File: src/rtl/core/cocc_ram.sv
// Generic single-port-write, single-port-read RAM with a registered read.
// It has no dependencies.
module cocc_ram #(
  parameter int WIDTH = 8,
  parameter int DEPTH = 16
) (
  input  logic                     clk,
  input  logic                     wr_en,
  input  logic [$clog2(DEPTH)-1:0] wr_addr,
  input  logic [WIDTH-1:0]         wr_data,
  input  logic [$clog2(DEPTH)-1:0] rd_addr,
  output logic [WIDTH-1:0]         rd_data
);

  logic [WIDTH-1:0] mem [DEPTH];

  // Write port and registered read port.
  always_ff @(posedge clk) begin
    if (wr_en) begin
      mem[wr_addr] <= wr_data;
    end
    rd_data <= mem[rd_addr];
  end

endmodule

File: config.mk
export PLATFORM = sky130hd
export DESIGN_NAME = cocc_ram
export DESIGN_NICKNAME = d
export VERILOG_FILES = /design/src/rtl/core/cocc_ram.sv
export SDC_FILE = /design/constraint.sdc
export NUM_CORES = 1
export LEC_CHECK = 0
export BUFFER_PORTS_ARGS = -buffer_cell sky130_fd_sc_hd__buf_4
export CAP_MARGIN = 15
export CORE_AREA = 2 2 151 79
export CTS_BUF_LIST = sky130_fd_sc_hd__clkbuf_4
export CTS_CLUSTER_DIAMETER = 40
export CTS_CLUSTER_SIZE = 25
export DETAILED_ROUTE_END_ITERATION = 7
export DIE_AREA = 0 0 153 81
export GPL_ROUTABILITY_DRIVEN = 0
export PLACE_DENSITY = 0.7
export SYNTH_ARGS = -nofsm -noshare
export SYNTH_HDL_FRONTEND = slang
export SYNTH_SLANG_ARGS = --single-unit
export TNS_END_PERCENT = 5
File: constraint.sdc
create_clock -name clk -period 2.3 [get_ports clk]
set_input_delay 0.23 -clock clk [delete_from_list [all_inputs] [get_ports clk]]
set_output_delay 0.23 -clock clk [all_outputs]
set_load 0.005 [all_outputs]
==> summary.txt, run 1 <==
die width - 153 µm
GR Util All Layers - 0.184
io pins - 26
Post-Syn Nets - 247
drt total wl - 10600 µm
Hold Path Cell Cnt - 1
Vias - 2495
Worst EP required - 2.69 ns
# setup viols final - 0
number of buffers added on ports - 25
Max-slew headroom - 0.482
clock root cell - clkbuf_4
CTS Sinks - 136
DR WL/cell - 23.8 µm
Post-DP HPWL - 7070 µm
Pwr Total - 4.75 mW
Top delay family on crit path - multiplexers
Worst setup SP type - register
worst slew pin tran - 0.776 ns
post-layout util - 0.521
Static Leak - 1.99 nW
share of power burned in combinational logic - 0.057
level count of the clock H-tree - 4
Starting Density - 0.455
setup TNS - 0 ns
P_int - 3.77 mW
CP Capture Type - register
worst r2r path cells - 3
number of global-route vias before repair - 2512
ys async rst share - 0
Synth Cell Area - 0.00515 mm²
status - completed
Worst EP arrival - 1.76 ns
syn avg cell area - 22.5 µm²
clock buffer count from CTS - 17
Worst path max stage delay - 0.54 ns
number of max-cap violations - 0
Post-Synthesis Cells - 229
GRT Residual Overflow - 0
sequential-to-total area share from yosys stat - 0.778
initial antenna violation count - 0
hold buffers post-CTS - 0
clk slew on worst S/H paths - 0.12 ns
Buf+Inv Stages, Crit Path - 0
most instantiated library cell after synthesis - edfxtp_1
CP Class - reg -> reg
hold crit path type - in -> reg
Worst path slowest cell - mux4_1
top cells by count, synth - 128 x edfxtp_1, 18 x mux4_2, 16 x a22oi_1
R2R Setup Slk - 0.94 ns
PD cells - 806 mW/mm²
CP Cell Sequence - mux4_1 > a22oi_1 > nand2_1
worst-path fanout max - 1
placed cells - 413
clock buffer depth - 2
Yosys warnings - 0
Post-CTS Setup Bufs - 0
row count - 28
r2r startpoint - mem[10][1]
Final Hold Viols - 0
1st-iter DRT viols - 235
first-pass detailed-route iteration total - 5
area of the core - 0.0113 mm²
clock power share - 0.357
min-delay src - wr_data[5]
n_diodes - 0
most area-consuming cells after synthesis - edfxtp_1 75%, mux4_2 7.9%, mux4_1 7.1%
flops & latches, synth - 136
RSZ-0062 raised after global routing - no
Clock Skew - 0.0175 ns
first-pass GRT wire length - 15800 µm
nets - 300
Post-synth top flop - edfxtp_1
die area - 0.0124 mm²
EDFF count, synth - 128
RR Endpoint - rd_data[1]
CTS tree - done
Sw Ratio - 0.206
crit share post-route - 0.593
CTS resizes - 0
Synth cell types - 19
Syn-to-layout area delta - 14.6%
FMAX - 733 MHz
clock latency on the worst-skew pair - 0.51 ns
share of the synthesized area in the top cell type - 0.747
Sw Pwr - 981 µW
post-route ant nets - 0
VDD IR max - 387 µV
Slew Viols, Final - 0
pin count of the biggest net entering global routing - 33
Final min period - 1.36 ns
Sequential Power Share - 0.586
non-filler cells, final - 445
Die Ht - 81 µm
Vias per Instance - 5.61
Hold Crit Endpoint - mem[7][5]
post-synth top area cell - edfxtp_1
Filler Cell Count - 899
share of layout cells above drive strength 1 - 0.305
DRC viols - 0
==> cell usage in the layout (no fill, tap or decap) <==
cell type and n:
a22oi_1 16, and2_1 1, and2b_1 1, buf_12 1, buf_4 43, bufinv_16 4, clkbuf_4 20, clkinv_1 5
clkinv_2 2, clkinv_4 1, dfxtp_1 8, edfxtp_1 128, mux4_1 14, mux4_2 18, nand2_1 9, nand2b_1 2
nand3_1 1, nand3b_1 2, nor2_1 13, nor2b_1 1, nor3_1 4, or3b_2 1
==> per-stage QoR <==
step | hold WS [ns] | setup slack [ns] | instance area, µm²
5_1_grt | 0.0203 | 0.831 | 5900
2_1_floorplan | 0.329 | 0.577 | 5150
3_3_place_gp | 0.543 | 0.599 | 5590
3_5_place_dp | 0.559 | 0.585 | 5590
4_1_cts | 0.0173 | 0.940 | 5900
6_report | 0.0393 | 0.937 | 5900
==> layout make-up <==
class	instances	area, µm²	area share
multi-input combinational	83	1060	0.179
tap	150	188	0.0318
clock buffer	20	150	0.0255
timing repair buffer	44	343	0.0581
sequential	136	4000	0.679
clock inverter	12	158	0.0267
==> sequential cells by signal, indices dropped and copies added, names as in the netlist <==
register  count
mem         128
rd_data       8
==> power groups by stage <==
stage / logic, mW / clock network (mW) / registers (mW)
after floorplan: 0.141 / 0 / 2.84
after global placement: 0.269 / 0 / 2.84
after detailed placement: 0.276 / 0 / 2.84
after CTS: 0.277 / 1.72 / 2.79
after global routing: 0.294 / 1.83 / 2.79
final: 0.273 / 1.69 / 2.79
==> logic make-up (layout without fill, tap and decap cells) <==
group | Yosys count | in the layout | share of synthesized area
compound gates | 16 | 16 | 0.0233
simple gates | 35 | 35 | 0.0318
flops | 136 | 136 | 0.778
buf+inv | 10 | 76 | 0.0168
mux | 32 | 32 | 0.150
==> how the worst max path moves through the flow <==
stage,startpoint,end,cells after the start
final,mem[10][1],rd_data[1],3
after global routing,mem[9][1],rd_data[1],3
after CTS,mem[2][1],rd_data[1],3
after detailed placement,rd_addr[0],rd_data[3],5
after global placement,rd_addr[0],rd_data[0],5
after floorplan,wr_addr[2],mem[0][0],2
==> routing by layer <==
metal  wire length [µm]  GRT usage  vias to the layer above
met5                  0          0                        -
met4                 93     0.0528                        0
met3                745     0.0544                       12
met2               4460      0.253                       83
met1               5270      0.285                     1316
li1                   -          -                     1084
Power figures use the tool's default switching activity.
==> run 2: changes to the inputs <==
- ABC_AREA: not set -> 1
- CORE_AREA: 2 2 151 79 -> 2 2 160 84
- DIE_AREA: 0 0 153 81 -> 0 0 162 86
- clock period: 2.3 -> 1.3 ns (I/O delays scaled with it)
==> run 2 against run 1 <==
Compared with the run above:
- sequential power grew 77%
- first-iteration DRC count grew 92%
- via count grew 58%
- sequential share of layout area shrank 7.9 points
- global-route usage grew 2.0 points
- hold slack gained 0.0091 ns
- utilization grew 1.7 points
- synthesized cell count grew 140%
- clock power grew 87%
- area after synthesis grew 12%
- combinational power grew 140%
- setup slack lost 0.85 ns
- largest cell class unchanged
- highest routed layer unchanged
==> summary.txt, run 2 <==
share of the synthesized area in the top cell type - 0.667 (-0.0802)
min-delay src - rd_addr[2]
level count of the clock H-tree - 4 (unchanged)
CP Class - reg -> out
r2r startpoint - mem[1][4]
Place WS - 0.0499 ns (-0.535 ns)
pin count of the biggest net entering global routing - 65 (+97%)
Post-DP HPWL - 8510 µm (+20%)
R2R Setup Slk - 0.30 ns (-0.64 ns)
Synth cell types - 12 (-7)
Worst EP required - 1.17 ns (-1.52 ns)
clock root cell - clkbuf_4
Vias - 3937 (+58%)
Largest regs - mem: 128 flops, rd_data: 8 flops
clock buffer depth - 2 (unchanged)
fin area - 0.00668 mm² (+13%)
flops & latches, synth - 136 (unchanged)
Hold Path Cell Cnt - 4 (+3)
register name with the most flops - mem
setup TNS - 0 ns (unchanged)
crit share post-route - 0.930
die width - 162 µm (+5.9%)
DRC viols - 0 (unchanged)
CTS Sinks - 136 (unchanged)
Synth Cell Area - 0.00577 mm² (+12%)
placed cells - 750 (+82%)
drt total wl - 13400 µm (+26%)
register area - 0.00400 mm² (unchanged)
Post-Synthesis Cells - 551 (+140%)
clk slew on worst S/H paths - 0.13 ns (about the same)
GRT Residual Overflow - 0 (unchanged)
Buf+Inv Stages, Crit Path - 1 (+1)
final worst slack - 0.0910 ns (-0.846 ns)
Pwr Total - 8.75 mW (+84%)
post-synth top area cell - edfxtp_1
most frequent cells in the layout - 173 x nand2_1, 128 x edfxtp_1, 100 x inv_1, 97 x nand3_1, 49 x buf_4
EDFF count, synth - 128 (unchanged)
worst slew pin tran - 0.338 ns (-0.438 ns)
Multi-input gate area - 0.00121 mm² (+15%)
number of global-route vias before repair - 3677 (+46%)
first-pass GRT wire length - 20700 µm (+31%)
Post-Syn Nets - 569 (+130%)
Syn-to-layout area delta - 15.8%
Static Leak - 2.90 nW (+46%)
clock latency on the worst-skew pair - 0.53 ns (+0.02 ns)
# setup viols final - 0 (unchanged)
1st-iter DRT viols - 451 (+92%)
Placed Area - 0.00626 mm² (+12%)
CP Capture Type - primary output
non-filler cells, final - 791 (+78%)
number of max-cap violations - 0 (unchanged)
most area-consuming cells after synthesis - edfxtp_1 67%, nand2_1 11%, nand3_1 8.4%
GR Util All Layers - 0.204 (+0.0197)
most instantiated library cell after synthesis - nand2_1
nets - 626 (+110%)
initial antenna violation count - 0 (unchanged)
Final min period - 1.21 ns
Max-slew headroom - 0.774 (+0.292)
ys async rst share - 0 (unchanged)
row count - 29 (+3.6%)
FMAX - 827 MHz
Worst path max stage delay - 0.41 ns (-0.13 ns)
top cells by count, synth - 173 x nand2_1, 128 x edfxtp_1, 100 x inv_1
Critical Path Start - rd_data[2]
hold crit path type - in -> reg
Yosys warnings - 0 (unchanged)
CTS tree - done
number of buffers added on ports - 25 (unchanged)
RSZ-0062 raised after global routing - no
sequential-to-total area share from yosys stat - 0.694 (-0.0835)
Crit. path cell count - 1 (-2)
Slew Viols, Final - 0 (unchanged)
syn avg cell area - 10.5 µm² (-53%)
worst r2r path cells - 6 (+3)
Worst EP arrival - 1.08 ns (-0.68 ns)
CP Cell Sequence - buf_4
post-route ant nets - 0 (unchanged)
share of layout cells above drive strength 1 - 0.138 (-0.167)
Die Ht - 86 µm (+6.2%)
Worst setup SP type - register
Worst path slowest cell - dfxtp_1
Vias per Instance - 4.98 (-11%)
Filler Cell Count - 1091 (+21%)
DR WL/cell - 16.9 µm (-29%)
max reg flops - 128 (unchanged)
Hold Slack - 0.0484 ns (+0.00914 ns)
VDD IR max - 769 µV (+99%)
Post-synth top flop - edfxtp_1
die area - 0.0139 mm² (+12%)
PD cells - 1310 mW/mm² (+63%)
area of the core - 0.0124 mm² (+9.7%)
io pins - 26 (unchanged)
worst-path fanout max - 1 (unchanged)
Starting Density - 0.465 (+0.00982)
clock buffer count from CTS - 17 (unchanged)
Final Hold Viols - 0 (unchanged)
Top delay family on crit path - flip-flops
status - completed
n_diodes - 0 (unchanged)
Clock Skew - 0.0146 ns (-0.00295 ns)
post-layout util - 0.538 (+0.0168)
first-pass detailed-route iteration total - 5 (unchanged)
most common cell after layout, fill and taps aside - nand2_1
## run 2: cell types whose count changed after synthesis, moves of 4 or more
cell / change
mux4_2: -18
a22oi_1: -16
buf_2: +10
nor3_1: -4
mux4_1: -14
nand3_1: +96
nand2_1: +164
inv_1: +100
nor2_1: +4
## run 2: cells by family (layout without fill, tap and decap cells)
| kind of cell | after synthesis | after routing | share of synthesized area |
|---|---|---|---|
| and+or+nand+nor | 289 | 289 | 0.210 |
| DFF | 136 | 136 | 0.694 |
| buffers and inverters | 126 | 196 | 0.0952 |
## run 2: final timing paths
path                                   end
worst max-delay path            rd_data[2]
worst min-delay path            rd_data[2]
worst max register to register  rd_data[4]
worst min register to register  rd_data[2]
## run 2: metal layers
metal | track usage | share of wire | up-vias
met2 | 0.286 | 0.42 | 184
met4 | 0.0314 | 0.0049 | 0
li1 | - | - | 1888
met3 | 0.0706 | 0.10 | 8
met1 | 0.310 | 0.47 | 1857
met5 | 0 | 0 | -
## run 2: repair_timing
action,CTS,global route
resized for setup,0,0
endpoints found under the setup margin,0,0
setup buffers,0,0
hold endpoints to repair,136,0
hold buffers,9,0
## run 2: layout make-up
class / count / area share
clock inverter: 15 / 0.0298
clock buffer: 17 / 0.0191
multi-input combinational: 289 / 0.182
inverter: 102 / 0.0573
sequential: 136 / 0.600
tap: 170 / 0.0319
timing repair buffer: 62 / 0.0806
## run 2: report_power, final
part,leakage (nW),internal [mW],switching (mW)
Combinational,1.52,0.241,0.417
Clock,0.162,1.53,1.63
Sequential,1.22,4.89,0.0355
Total,2.90,6.66,2.09
==> run 3: changes to the inputs <==
- BUFFER_PORTS_ARGS: -buffer_cell sky130_fd_sc_hd__buf_4 -> -buffer_cell sky130_fd_sc_hd__clkbuf_2
==> run 3 against run 2 <==
Compared with the run above:
- via count shrank 2.1%
- count of clock-buffer cells in the layout rose by 6
- cell count down 1.1%
- combinational power fell by 7.1%
- maximum frequency grew 4.9%
- sequential share of layout area rose by 2.4 points
- hold slack better by 0.0059 ns
- first-iteration DRC count down 20%
- non-clock buffer count decreased by 9
- setup slack better by 0.056 ns
==> summary.txt, run 3 (same netlist as run 2, synthesis figures left out) <==
drt total wl - 12900 µm (-3.7%)
register name with the most flops - mem
final worst slack - 0.147 ns (+0.0564 ns)
area of the core - 0.0124 mm² (unchanged)
status - completed
non-filler cells, final - 782 (-1.1%)
clock power share - 0.286 (-0.075)
Vias per Instance - 4.93 (-0.98%)
worst slew pin tran - 0.406 ns (+0.0682 ns)
clk slew on worst S/H paths - 0.10 ns (-0.03 ns)
Final min period - 1.15 ns (-0.0564 ns)
Die Ht - 86 µm (unchanged)
Post-CTS Setup Bufs - 0 (unchanged)
Clock Skew - 0.0140 ns (-0.000609 ns)
most common cell after layout, fill and taps aside - nand2_1
Place WS - 0.0182 ns (-0.0317 ns)
nets - 617 (-1.4%)
CP Class - reg -> out
Top delay family on crit path - flip-flops
fin area - 0.00642 mm² (-3.8%)
CP Cell Sequence - clkbuf_2
CTS resizes - 0 (unchanged)
Crit. path cell count - 1 (unchanged)
share of power burned in combinational logic - 0.079 (+0.004)
worst r2r path cells - 6 (unchanged)
setup TNS - 0 ns (unchanged)
CTS Sinks - 136 (unchanged)
Largest regs - mem: 128 flops, rd_data: 8 flops
n_diodes - 0 (unchanged)
clock latency on the worst-skew pair - 0.51 ns (-0.02 ns)
R2R Setup Slk - 0.34 ns (+0.04 ns)
placed cells - 750 (unchanged)
number of buffers added on ports - 25 (unchanged)
crit share post-route - 0.887 (-0.0434)
Filler Cell Count - 1099 (+0.73%)
Hold Slack - 0.0543 ns (+0.00588 ns)
first-pass GRT wire length - 19800 µm (-4.3%)
number of global-route vias before repair - 3566 (-3.0%)
share of layout cells above drive strength 1 - 0.132 (-0.00613)
1st-iter DRT viols - 362 (-20%)
PD cells - 1210 mW/mm² (-7.7%)
worst-path fanout max - 1 (unchanged)
Max-slew headroom - 0.729 (-0.0446)
# setup viols final - 0 (unchanged)
Sequential Power Share - 0.635 (+0.072)
Sw Ratio - 0.236 (-0.00256)
clock buffer count from CTS - 17 (unchanged)
Post-DP HPWL - 8310 µm (-2.3%)
Slew Viols, Final - 0 (unchanged)
die area - 0.0139 mm² (unchanged)
clock root cell - clkbuf_4
Worst path slowest cell - dfxtp_1
Final Hold Viols - 0 (unchanged)
FMAX - 868 MHz (+4.9%)
hold crit path type - in -> reg
Worst path max stage delay - 0.39 ns (-0.02 ns)
P_int - 5.93 mW (-11%)
first-pass detailed-route iteration total - 4 (-1)
clock buffer depth - 2 (unchanged)
Starting Density - 0.465 (unchanged)
Vias - 3854 (-2.1%)
level count of the clock H-tree - 4 (unchanged)
CTS tree - done
Sw Pwr - 1.83 mW (-12%)
die width - 162 µm (unchanged)
row count - 29 (unchanged)
initial antenna violation count - 0 (unchanged)
most frequent cells in the layout - 173 x nand2_1, 128 x edfxtp_1, 100 x inv_1, 97 x nand3_1, 25 x clkbuf_2
Pwr Total - 7.76 mW (-11%)
hold buffers post-CTS - 0 (-9)
post-route ant nets - 0 (unchanged)
RSZ-0062 raised after global routing - no
Buf+Inv Stages, Crit Path - 1 (unchanged)
DR WL/cell - 16.5 µm (-2.6%)
Static Leak - 2.82 nW (-2.9%)
number of max-cap violations - 0 (unchanged)
Placed Area - 0.00621 mm² (-0.80%)
Worst EP arrival - 1.02 ns (-0.06 ns)
pin count of the biggest net entering global routing - 65 (unchanged)
CP Capture Type - primary output
io pins - 26 (unchanged)
GR Util All Layers - 0.196 (-0.00746)
GRT Residual Overflow - 0 (unchanged)
Hold Path Cell Cnt - 4 (unchanged)
Worst EP required - 1.17 ns (about the same)
Syn-to-layout area delta - 11.3%
VDD IR max - 636 µV (-17%)
DRC viols - 0 (unchanged)
post-layout util - 0.517 (-0.0207)
Worst setup SP type - register
max reg flops - 128 (unchanged)
-- run 3: power by group through the flow --
stage               sequential (mW)  clock [mW]  combinational (mW)
floorplan                      5.02           0               0.346
global placement               5.03           0               0.591
detailed placement             5.03           0               0.607
CTS                            4.93        2.29               0.610
global route                   4.94        2.45               0.676
finish                         4.93        2.22               0.611
-- run 3: area by class of cell --
cell class              count  area (µm²)  area share
well taps                 170         213      0.0331
multi-input cells         289        1210       0.189
inverters                 102         383      0.0596
clock inverters             9        37.5     0.00585
repair buffers             53         398      0.0620
flip-flops and latches    136        4000       0.624
clock buffers              23         173      0.0269
-- run 3: layer usage --
metal / global-route usage / wire [µm] / up-vias
met2: 0.276 / 5430 / 166
li1: - / - / 1873
met1: 0.299 / 6280 / 1797
met3: 0.0474 / 1010 / 18
met4: 0.0619 / 144 / 0
met5: 0 / 0 / -
-- run 3: path summary, 6_finish.rpt --
path | start | end
setup / recovery | rd_data[2] | rd_data[2]
hold / removal | rd_addr[3] | rd_data[6]
setup reg to reg | mem[13][3] | rd_data[3]
hold reg to reg | mem[10][6] | rd_data[6]
-- run 3: worst min-delay path, stage by stage --
cell and delay (ns):
clkbuf_2 0.09, buf_4 0.17, nand3_1 0.08, nand2_1 0.05
