**config.mk**
```make
export PLATFORM = sky130hd
export DESIGN_NAME = cocc_div
export DESIGN_NICKNAME = d
export VERILOG_FILES = /design/src/rtl/core/cocc_pkg.sv /design/src/rtl/core/cocc_div.sv
export SDC_FILE = /design/constraint.sdc
export NUM_CORES = 1
export LEC_CHECK = 0
export CORE_UTILIZATION = 64
export DETAILED_ROUTE_END_ITERATION = 8
export DONT_BUFFER_PORTS = 1
export PLACE_DENSITY = 0.9
export REMOVE_ABC_BUFFERS = 1
export SLEW_MARGIN = 30
export SYNTH_ARGS = -nofsm -noshare
export SYNTH_HDL_FRONTEND = slang
export SYNTH_SLANG_ARGS = --single-unit
```
**constraint.sdc**
```tcl
create_clock -name clk -period 4 [get_ports clk]
set_clock_uncertainty 0.2 [all_clocks]
set_input_delay 0.2 -clock clk [delete_from_list [all_inputs] [get_ports clk]]
set_output_delay 0.2 -clock clk [all_outputs]
set_load 0.02 [all_outputs]
```
**src/rtl/core/cocc_pkg.sv**
```systemverilog
// Package for the circle obstacle collision checker: item types, codes and constants.
// It has no dependencies. The divider, the top level and the testbench use it.
package cocc_pkg;

  localparam int MAX_OBSTACLES = 64;
  localparam int COORD_WIDTH   = 16;
  localparam int IDX_W         = $clog2(MAX_OBSTACLES);
  localparam int CNT_W         = $clog2(MAX_OBSTACLES + 1);
  localparam int RAD_W         = 15;
  localparam int NS_W          = 12;
  localparam int ENTRY_W       = 2 * COORD_WIDTH + RAD_W;
  localparam int DIFF_W        = COORD_WIDTH + 1;

  typedef enum logic [1:0] {
    ACT_CLEAR = 2'd0,
    ACT_ADD   = 2'd1,
    ACT_POINT = 2'd2,
    ACT_SEG   = 2'd3
  } action_t;

  typedef enum logic [1:0] {
    ST_OK    = 2'd0,
    ST_FEW   = 2'd1,
    ST_FULL  = 2'd2,
    ST_SPARE = 2'd3
  } status_t;

  typedef enum logic [1:0] {
    REG_X_MIN = 2'd0,
    REG_X_MAX = 2'd1,
    REG_Y_MIN = 2'd2,
    REG_Y_MAX = 2'd3
  } reg_idx_t;

  typedef struct packed {
    logic [1:0]                    action;
    logic signed [COORD_WIDTH-1:0] x_a;
    logic signed [COORD_WIDTH-1:0] y_a;
    logic signed [COORD_WIDTH-1:0] x_b;
    logic signed [COORD_WIDTH-1:0] y_b;
    logic [RAD_W-1:0]              radius;
    logic [NS_W-1:0]               sample_count;
  } in_item_t;

  typedef struct packed {
    logic [1:0] status;
    logic       hit;
    logic       in_bounds;
  } out_item_t;

endpackage

```
**src/rtl/core/cocc_div.sv**
```systemverilog
// Restoring divider, one quotient bit a cycle, sign fixed at the end (truncating).
// Depends on cocc_pkg for the difference and sample count widths.
module cocc_div
  import cocc_pkg::*;
(
  input  logic                    clk,
  input  logic                    rst_n,
  input  logic                    go,
  input  logic signed [DIFF_W+NS_W-1:0] num,
  input  logic [NS_W-1:0]         den,
  output logic                    done,
  output logic signed [DIFF_W+NS_W-1:0] quo
);

  localparam int NW = DIFF_W + NS_W;
  localparam int CW = $clog2(NW + 1);

  logic [NW-1:0]   mag_r;
  logic [NW-1:0]   q_r;
  logic [NS_W-1:0] rem_r;
  logic [NS_W-1:0] den_r;
  logic            neg_r;
  logic [CW-1:0]   cnt_r;
  logic            busy_r;
  logic [NS_W:0]   trial;
  logic [NS_W:0]   shifted;

  always_comb begin
    shifted = {rem_r, mag_r[NW-1]};
    trial   = shifted - {1'b0, den_r};
  end

  // One quotient bit per cycle; the magnitude shifts out its top bit each step.
  always_ff @(posedge clk) begin
    if (!rst_n) begin
      busy_r <= 1'b0;
      done   <= 1'b0;
    end else begin
      done <= 1'b0;
      if (go) begin
        busy_r <= 1'b1;
        neg_r  <= num[NW-1];
        mag_r  <= num[NW-1] ? NW'(-num) : NW'(num);
        den_r  <= den;
        rem_r  <= '0;
        q_r    <= '0;
        cnt_r  <= CW'(NW);
      end else if (busy_r) begin
        mag_r <= {mag_r[NW-2:0], 1'b0};
        if (!trial[NS_W]) begin
          rem_r <= trial[NS_W-1:0];
          q_r   <= {q_r[NW-2:0], 1'b1};
        end else begin
          rem_r <= shifted[NS_W-1:0];
          q_r   <= {q_r[NW-2:0], 1'b0};
        end
        cnt_r <= cnt_r - 1'b1;
        if (cnt_r == CW'(1)) begin
          busy_r <= 1'b0;
          done   <= 1'b1;
        end
      end
    end
  end

  assign quo = neg_r ? -$signed(q_r) : $signed(q_r);

endmodule

```
==> impl_metrics.csv, run 1 <==
group,metric,value,unit
outcome,status,"finished, final reports clean",
timing,fin_crit,3.355,ns
power_and_ir_drop,irDropWorstVdd,209.3,uV
final_layout,areaGrowthSynthToFinish,12.40,%
synthesis,synth_ff_type,"edfxtp_1",
synthesis,yosysWarnings,0,
worst_setup_path,path_buf_inv,2,
timing,slew_viol_final,0,
synthesis,synth_top_family_by_area,"simple AND/OR/NAND/NOR gates",
clock_tree,cts_tree,"done",
drt,wirelength_met1,4599,um
timing,hold_viol,0,
power_and_ir_drop,p_per_area,366.7,mW/mm^2
timing,whs,0.01124,ns
timing,worst_pin_slew,0.9712,ns
drt,drtIter0Drc,194,
drt,highest_layer,"met4",
placed_design,post-place-ws,0.7309,ns
timing,finalSetupTns,0,ns
synthesis,synthTopCellsByCount,"88 x edfxtp_1, 40 x a21oi_1, 40 x xnor2_1",
synthesis,synthMuxAreaShare,0.03667,
worst_setup_path,start_kind,"flip-flop",
synthesis,avgSynthCellArea,10.85,sq um
job,cap_violations,0,
global_route,grt_pass1_vias,3809,
worst_setup_path,worstPathArrival,3.32,ns
synthesis,ys_seq_elements,90,
synthesis,syn_area,0.005358,sq mm
worst_setup_path,cp_slowest_cell,"a21oi_1",
synthesis,synthXorXnorAreaFrac,0.1030,
drt,avgViaCountPerCell,6.142,
global_route,grt_pass1_wl,17800,um
hold_path,worstHoldPathType,"in2reg",
worst_setup_path,cp_cell_sequence,"inv_1, ha_1, inv_1, fa_1, a21oi_1, o211ai_1, a2111o_1, a21oi_1, nor2_1, a211oi_1",
timing,fin_crit_sh,0.8388,
power_and_ir_drop,leakage,2.112,nW
worst_setup_path,crit_fanout,9,
drt,wl_per_cell,17.41,um
synthesis,synth_compound_area_frac,0.1394,
clock_tree,cts_buffers,9,
clock_tree,cts_sinks,90,
worst_setup_path,cp-end-kind,"flip-flop",
worst_setup_path,cp_top_family,"compound AO/OA/AOI/OAI gates",
clock_tree,cts_root_buf,"clkbuf_8",
timing,layout_setup_ws,0.6450,ns
floorplanning,die_area,0.008741,sq mm
floorplanning,fp.coreArea,0.008175,sq mm
placed_design,place_area,0.005401,sq mm
timing,max_freq,298.1,MHz
global_route,grt_max_degree,86,
synthesis,ys_top_cells_by_area,"edfxtp_1 49%, xnor2_1 6.5%, xor2_1 3.8%, a21oi_1 3.7%, ha_1 3.7%",
global_route,antenna_found_initial,0,
synthesis,async_flop_share,0,
synthesis,synth_simple_gate_area_frac,0.1453,
synthesis,yosysSeqAreaShare,0.5007,
global_route,gr-total-overflow,0,
clock_tree,worstSkewPairLatency,0.36,ns
drt,dr_wl_met2,5572,um
clock_tree,cts_resized,0,
floorplanning,fp.dieH,93.50,um
synthesis,synthCells,494,
drt,drtAntennaViolNets,0,
synthesis,synthMostInstantiatedCell,"edfxtp_1",
synthesis,synth-adder-area-share,0.04110,
clock_tree,cts_max_path_buffers,2,
floorplanning,rows,33,
worst_setup_path,cp_data_required_time,3.96,ns
timing,max_slew_margin,0.3440,
drt,routed_wl,11070,um
worst_setup_path,path_class,"reg2reg",
final_layout,n_fill_cell,547,
final_layout,finalNetCount,587,
placed_design,port_buffers,0,
clock_tree,htreeDepth,3,
clock_tree,clk_pin_slew,0.09,ns
synthesis,synth_area_leader_cell,"edfxtp_1",
worst_setup_path,critPathMaxStageDelay,0.51,ns
floorplanning,fp.dieW,93.50,um
drt,drt-pass1-iter-count,6,
global_route,grtUsageTotal,0.2676,
placed_design,place_congestion,0.9563,
floorplanning,start_util,0.6553,
floorplanning,io_pins,74,
drt,wl_met3,596,um
synthesis,synth_top_area_frac,0.4932,
timing,rsz0062_at_grt,"no",
drt,vias,3906,
synthesis,synthDistinctLibCells,47,
final_layout,antennaDiodeCount,0,
timing,setup_viol,0,
final_layout,drive_gt1_frac,0.07345,
synthesis,synth_edf_count,88,
final_layout,final_area,0.006022,sq mm
drt,drc,0,
placed_design,dp_hpwl,6830,um
-- cell families (layout without fill, tap and decap cells) --
| group | Yosys count | after routing |
|---|---|---|
| simple gates | 147 | 147 |
| compound gates | 114 | 114 |
| flops | 90 | 90 |
| xor+xnor | 63 | 63 |
| buf+inv | 45 | 82 |
| mux | 18 | 18 |
| fa+ha+maj | 17 | 17 |
-- worst paths after layout --
kind / end / depth (start not counted) / start / slack (ns)
max: rem_r[0]$_SDFFCE_PP0P_ / 10 / mag_r[28]$_DFFE_PP_ / 0.64
min: mag_r[16]$_DFFE_PP_ / 3 / num[28] / 0.01
max reg2reg: rem_r[0]$_SDFFCE_PP0P_ / 10 / mag_r[28]$_DFFE_PP_ / 0.64
min reg2reg: mag_r[19]$_DFFE_PP_ / 1 / mag_r[18]$_DFFE_PP_ / 0.36
-- power breakdown --
part	switching [mW]	internal, mW
logic	0.289	0.206
registers	0.0505	1.12
clock network	0.316	0.223
total	0.655	1.55
-- per-stage QoR --
| step | instances | util | total power [mW] |
|---|---|---|---|
| 3_5_place_dp | 577 | 0.6607 | 1.629 |
| 5_1_grt | 636 | 0.7366 | 2.297 |
| 3_3_place_gp | 577 | 0.6607 | 1.611 |
| 6_report | 636 | 0.7366 | 2.208 |
| 2_1_floorplan | 472 | - | 1.546 |
| 4_1_cts | 635 | 0.7342 | 2.209 |
-- worst min-delay path: cells and delay by family --
family         cells  cell delay (ns)
AO/OA/AOI/OAI      2             0.19
XOR/XNOR           1             0.06
-- metal layers --
layer  vias to the layer above  track usage
met3                        29      0.04309
met4                         0       0.1231
met2                       141       0.4675
li1                       1853            -
met5                         -            0
met1                      1883       0.3245
-- what timing repair did --
item	in CTS	in global routing
hold buffers	42	0
hold endpoints to repair	83	0
setup endpoints to repair	0	0
buffers inserted	0	0
-- layout make-up --
cell class                      count  area, sq um  share of cell area
Clock buffer                       11        131.4             0.02182
Tap cell                          105        131.4             0.02182
Sequential cell                    90         2683              0.4455
Clock inverter                      5        31.28            0.005194
Timing Repair Buffer               43        457.9             0.07604
Multi-Input combinational cell    359         2501              0.4153
Inverter                           23        86.33             0.01434
-- sequential cells by signal (all words and copies together) (netlist names) --
name,cells
q_r,29
mag_r,29
rem_r,12
den_r,12
neg_r,1
cnt_r,5
busy_r,1
done,1
-- cell usage in the layout (no fill, tap or decap), types with 13 or more instances in the layout --
cell           Yosys  layout
xnor2_1           40      40
inv_1             22      22
ha_1              16      16
nand2_1           30      30
nor2_1            32      32
o21ai_0           32      32
mux2_2            13      13
dlygate4sd3_1      0      41
nor2b_1           31      31
xor2_1            23      23
a21oi_1           40      40
edfxtp_1          88      88
No activity file was read; power rests on OpenSTA's default activity.
==> inputs of run 2 (changes only) <==
Clock period 4 ns to 3.1 ns, I/O delays scaled along.
==> run 2 against run 1 <==
Net effect:
- the run now ends with setup timing left
- final cell count rose by 2.2%
- via count up 2.9%
- non-clock buffer count increased by 14
- critical endpoint is now quo[22]
- sequential power up 29%
- clock-buffer cell count fell by 2
- register-to-register slack lost 0.48 ns
- design area is 4.8% higher
==> impl_metrics.csv, run 2 (synthesis results as in run 1) <==
group,metric,value,unit
power_and_ir_drop,p_per_area,478.1,mW/mm^2
timing,max_freq,322.4,MHz
drt,wl_per_cell,18.10,um
final_layout,antennaDiodeCount,0,
global_route,grtUsageTotal,0.2802,
final_layout,final_area,0.006310,sq mm
final_layout,areaGrowthSynthToFinish,17.77,%
floorplanning,die_area,0.008741,sq mm
timing,hold_viol,0,
worst_setup_path,cp_cell_sequence,"or4_4, or3_4, or4_4, o41ai_4, xnor2_2",
drt,vias,4020,
clock_tree,cts_max_path_buffers,2,
worst_setup_path,cp_data_required_time,2.74,ns
drt,drt-pass1-iter-count,5,
hold_path,holdPathStages,3,
placed_design,port_buffers,0,
timing,fin_crit_sh,1.000,
floorplanning,rows,33,
placed_design,dp_hpwl,7131,um
timing,max_slew_margin,0.4992,
worst_setup_path,cp_slowest_cell,"or4_4",
outcome,violations,"setup timing",
worst_setup_path,cp_top_family,"simple AND/OR/NAND/NOR gates",
drt,drtAntennaViolNets,0,
power_and_ir_drop,leakage,2.262,nW
power_and_ir_drop,irDropWorstVdd,296.1,uV
floorplanning,io_pins,74,
timing,worst_pin_slew,0.7434,ns
timing,rsz0062_at_grt,"yes",
clock_tree,htreeDepth,3,
clock_tree,worstSkewPairLatency,0.35,ns
worst_setup_path,worst_r2r_path_depth,10,
worst_setup_path,cp-end-kind,"output pin",
global_route,grt_pass1_wl,18710,um
drt,avgViaCountPerCell,6.185,
timing,layout_setup_ws,-0.001410,ns
timing,slew_viol_final,0,
final_layout,reg_top3,"mag_r x29, q_r x29",
placed_design,post-place-ws,0.1411,ns
job,cap_violations,0,
worst_setup_path,worstPathArrival,2.75,ns
worst_setup_path,critPathMaxStageDelay,0.54,ns
worst_setup_path,reg2reg_slack,0.16,ns
worst_setup_path,crit_path_frequent_cell,"or4_4",
floorplanning,start_util,0.6553,
worst_setup_path,path_class,"reg2out",
global_route,grt_pass1_vias,4055,
worst_setup_path,rr_endpoint,"rem_r[1]$_SDFFCE_PP0P_",
floorplanning,fp.dieW,93.50,um
clock_tree,clk_pin_slew,0.09,ns
final_layout,n_fill_cell,508,
timing,fin_crit,3.101,ns
clock_tree,cts_root_buf,"clkbuf_8",
worst_setup_path,crit_fanout,7,
worst_setup_path,path_buf_inv,0,
final_layout,fin_util,0.7718,
hold_path,worstHoldPathType,"in2reg",
clock_tree,cts_sinks,90,
final_layout,drive_gt1_frac,0.1413,
drt,drtIter0Drc,223,
worst_setup_path,r2r-start,"mag_r[28]$_DFFE_PP_",
timing,whs,0.01432,ns
hold_path,min_to,"mag_r[16]$_DFFE_PP_",
drt,drc,0,
clock_tree,cts_buffers,9,
clock_tree,cts_tree,"done",
floorplanning,fp.dieH,93.50,um
hold_path,min_from,"num[28]",
floorplanning,fp.coreArea,0.008175,sq mm
final_layout,finalNetCount,601,
global_route,antenna_found_initial,0,
final_layout,final_common_cell,"edfxtp_1",
outcome,status,"complete, but fails checks",
timing,setup_viol,1,
global_route,grt_max_degree,88,
final_layout,final_cell_mix,"88 x edfxtp_1, 40 x dlygate4sd3_1, 39 x a21oi_1",
worst_setup_path,start_kind,"flip-flop",
placed_design,place_congestion,0.8111,
global_route,gr-total-overflow,0,
drt,routed_wl,11770,um
placed_design,place_area,0.005489,sq mm
-- run 2: changes by cell type in the layout (fill, tap and decap cells not counted), sizes merged --
cell / previous run / this run
buf: 2 / 17
bufinv: 0 / 1
clkbuf: 11 / 9
dlygate4sd3: 41 / 40
clkinv: 3 / 4
-- run 2: per-stage QoR --
stage          power, mW  setup TNS [ns]  instances
2_1_floorplan      1.995               0        472
3_3_place_gp       2.101               0        587
3_5_place_dp       2.136               0        587
4_1_cts            2.989        -0.07193        646
5_1_grt            3.138         -0.1028        650
6_report           3.017       -0.001410        650
-- run 2: repair_timing --
action,in CTS,in global routing
resized for setup,9,18
setup endpoints to repair,8,24
endpoints found under the hold margin,87,0
buffers inserted,2,3
hold buffers,41,0
cloned,0,0
pin swaps,2,3
-- run 2: layout make-up --
class	count	area [sq um]	area share
tap	105	131.4	0.02082
inverter	23	86.33	0.01368
clock inverter	7	70.07	0.01110
sequential	90	2683	0.4251
clock buffer	9	123.9	0.01963
multi-input combinational	359	2648	0.4196
timing repair buffer	57	568.0	0.09003
-- run 2: report_power, final --
part	internal, mW	switching, mW
Combinational	0.304	0.409
Sequential	1.45	0.0596
Clock	0.370	0.424
-- run 2: worst reg2reg max path, cell delays in order, from the launching register on --
cell and delay [ns]:
edfxtp_1 0.41, inv_1 0.07, ha_1 0.17, inv_1 0.05
fa_1 0.41, a21oi_2 0.17, o211ai_1 0.14, a2111o_1 0.45
and3_2 0.29, o21ai_0 0.23, a21oi_1 0.10
-- run 2: worst max-delay path by stage --
stage | start | endpoint | slack [ns] | cells past startpoint
after floorplan | mag_r[28]$_DFFE_PP_ | rem_r[9]$_SDFFCE_PP0P_ | 0.12 | 10
after CTS | q_r[7]$_SDFFCE_PP0P_ | quo[24] | -0.02 | 5
after detailed placement | mag_r[28]$_DFFE_PP_ | rem_r[4]$_SDFFCE_PP0P_ | 0.14 | 10
after global placement | mag_r[28]$_DFFE_PP_ | rem_r[9]$_SDFFCE_PP0P_ | 0.30 | 10
final | q_r[8]$_SDFFCE_PP0P_ | quo[22] | -0.001 | 5
after global routing | q_r[8]$_SDFFCE_PP0P_ | quo[28] | -0.05 | 5
-- run 2: per-layer routing --
| layer | track usage | wire, um |
|---|---|---|
| met5 | 0 | 0 |
| met4 | 0.1333 | 285 |
| met3 | 0.04715 | 663 |
| met2 | 0.5000 | 6160 |
| met1 | 0.3268 | 4658 |
==> inputs of run 3 (changes only) <==
Settings changed: CORE_UTILIZATION 64 to 25, PLACE_DENSITY 0.9 to 0.48, SLEW_MARGIN 30 to 40.
==> run 3 against run 2 <==
Net effect:
- the run still ends with setup timing left
- sequential cell count stayed put
- clock power is 51% higher
- hold slack worse by 0.0073 ns
- first-iteration DRC count is 10% lower
- largest cell class unchanged
==> impl_metrics.csv, run 3 (synthesis results as in run 1) <==
group,metric,value,unit
drt,drt-pass1-iter-count,4,
global_route,grt_max_degree,87,
timing,max_slew_margin,0.4952,
worst_setup_path,cp_data_required_time,2.74,ns
power_and_ir_drop,p_per_area,515.7,mW/mm^2
final_layout,areaGrowthSynthToFinish,23.66,%
drt,wl_met3,513,um
placed_design,port_buffers,0,
floorplanning,fp.dieW,148.4,um
timing,worst_pin_slew,0.7493,ns
clock_tree,cts_tree,"done",
worst_setup_path,reg2reg_slack,0.14,ns
worst_setup_path,cp_cell_sequence,"or4_4, or3_4, or4_4, o41ai_4, xnor2_2",
hold_path,holdPathStages,2,
global_route,antenna_found_initial,0,
final_layout,final_area,0.006625,sq mm
clock_tree,worstSkewPairLatency,0.35,ns
floorplanning,io_pins,74,
timing,rsz0062_at_grt,"yes",
final_layout,reg_top3,"mag_r x29, q_r x29",
worst_setup_path,worstPathArrival,2.76,ns
outcome,violations,"setup timing",
final_layout,final_common_cell,"edfxtp_1",
drt,highest_layer,"met4",
drt,vias,3851,
worst_setup_path,rr_endpoint,"rem_r[0]$_SDFFCE_PP0P_",
power_and_ir_drop,comb_power_share,0.205,
worst_setup_path,path_class,"reg2out",
power_and_ir_drop,power_switching,951.7,uW
clock_tree,clk_pin_slew,0.07,ns
hold_path,min_to,"mag_r[27]$_DFFE_PP_",
worst_setup_path,cp-end-kind,"output pin",
clock_tree,cts_root_buf,"clkbuf_16",
drt,dr_wl_met2,6182,um
final_layout,drive_gt1_frac,0.1342,
timing,layout_setup_ws,-0.01588,ns
drt,wirelength_met1,5798,um
timing,fin_crit_sh,1.005,
worst_setup_path,worst_r2r_path_depth,11,
worst_setup_path,crit_path_frequent_cell,"or4_4",
drt,avgViaCountPerCell,4.702,
worst_setup_path,critPathMaxStageDelay,0.55,ns
hold_path,worstHoldPathType,"in2reg",
final_layout,final_cell_mix,"88 x edfxtp_1, 41 x dlygate4sd3_1, 39 x a21oi_1",
hold_path,min_from,"num[27]",
final_layout,antennaDiodeCount,0,
floorplanning,fp.coreArea,0.02102,sq mm
outcome,status,"complete, but fails checks",
drt,wl_per_cell,15.47,um
placed_design,place_congestion,0.7436,
clock_tree,cts_sinks,90,
floorplanning,start_util,0.2549,
worst_setup_path,r2r-start,"mag_r[28]$_DFFE_PP_",
global_route,gr-total-overflow,0,
power_and_ir_drop,seqPwrFrac,0.443,
placed_design,place_area,0.005717,sq mm
global_route,grtUsageTotal,0.1204,
timing,finalSetupTns,-0.01588,ns
clock_tree,cts_max_path_buffers,2,
power_and_ir_drop,p_sw_frac,0.2785,
power_and_ir_drop,power_frac_clock,0.352,
worst_setup_path,start_kind,"flip-flop",
worst_setup_path,crit_fanout,7,
job,cap_violations,0,
timing,hold_viol,0,
clock_tree,htreeDepth,3,
floorplanning,die_area,0.02202,sq mm
timing,max_freq,320.9,MHz
placed_design,dp_hpwl,8155,um
drt,drtIter0Drc,200,
clock_tree,cts_buffers,9,
floorplanning,fp.dieH,148.4,um
power_and_ir_drop,irDropWorstVdd,254.5,uV
drt,routed_wl,12670,um
power_and_ir_drop,internal_power,2.465,mW
timing,fin_crit,3.116,ns
timing,slew_viol_final,0,
drt,drc,0,
power_and_ir_drop,leakage,2.322,nW
worst_setup_path,cp_slowest_cell,"or4_4",
global_route,grt_pass1_wl,20540,um
drt,drtAntennaViolNets,0,
global_route,grt_pass1_vias,3959,
floorplanning,rows,53,
final_layout,finalNetCount,600,
timing,setup_viol,1,
-- run 3: what timing repair did --
item | 4_1_cts | 5_1_grt
hold buffers | 42 | 0
gates resized for setup | 14 | 13
setup endpoints to repair | 8 | 20
pin swaps | 2 | 3
setup buffers | 2 | 1
hold endpoints to repair | 84 | 0
-- run 3: worst max-delay path, delay by kind of cell, from the launching register on --
family / cells / cell delay, ns
xor+xnor: 1 / 0.22
simple gates: 3 / 1.48
compound gates: 1 / 0.30
flops: 1 / 0.41
-- run 3: how the worst max path moves through the flow --
stage / startpoint / end / depth (start not counted)
final: q_r[7]$_SDFFCE_PP0P_ / quo[28] / 5
after global routing: q_r[7]$_SDFFCE_PP0P_ / quo[28] / 5
after CTS: q_r[7]$_SDFFCE_PP0P_ / quo[24] / 5
after detailed placement: mag_r[28]$_DFFE_PP_ / rem_r[7]$_SDFFCE_PP0P_ / 10
after global placement: num[0] / mag_r[26]$_DFFE_PP_ / 8
after floorplan: mag_r[28]$_DFFE_PP_ / rem_r[9]$_SDFFCE_PP0P_ / 10
-- run 3: area by class of cell --
class,instances,area [sq um]
sequential,90,2683
tap,275,344.1
inverter,23,86.33
multi-input combinational,359,2633
clock buffer,9,225.2
clock inverter,7,91.34
fill,2176,14400
timing repair buffer,56,563.0
-- run 3: metrics by stage --
| stage | hold slack [ns] | util | power [mW] | setup WS (ns) | instances |
|---|---|---|---|---|---|
| finish | 0.007030 | 0.3152 | 3.417 | -0.01588 | 819 |
| global route | 0.02321 | 0.3152 | 3.580 | -0.1215 | 819 |
| CTS | 0.003579 | 0.3125 | 3.453 | -0.03277 | 818 |
| detailed placement | 0.05392 | 0.2719 | 2.148 | 0.1192 | 758 |
| global placement | 0.05393 | 0.2712 | 2.130 | 0.2383 | 757 |
| floorplan | 0.03161 | - | 1.995 | 0.1179 | 472 |
-- run 3: power by group through the flow --
| stage | Sequential, mW | Clock, mW | Combinational (mW) |
|---|---|---|---|
| 2_1_floorplan | 1.52 | 0 | 0.470 |
| 3_3_place_gp | 1.54 | 0 | 0.593 |
| 3_5_place_dp | 1.53 | 0 | 0.613 |
| 4_1_cts | 1.51 | 1.24 | 0.700 |
| 5_1_grt | 1.53 | 1.28 | 0.778 |
| 6_report | 1.51 | 1.20 | 0.702 |
-- run 3: per-layer routing --
metal / track usage / vias to the layer above
li1: - / 1888
met1: 0.1482 / 1882
met2: 0.2047 / 68
met3: 0.02669 / 13
met4: 0.04536 / 0
met5: 0 / -
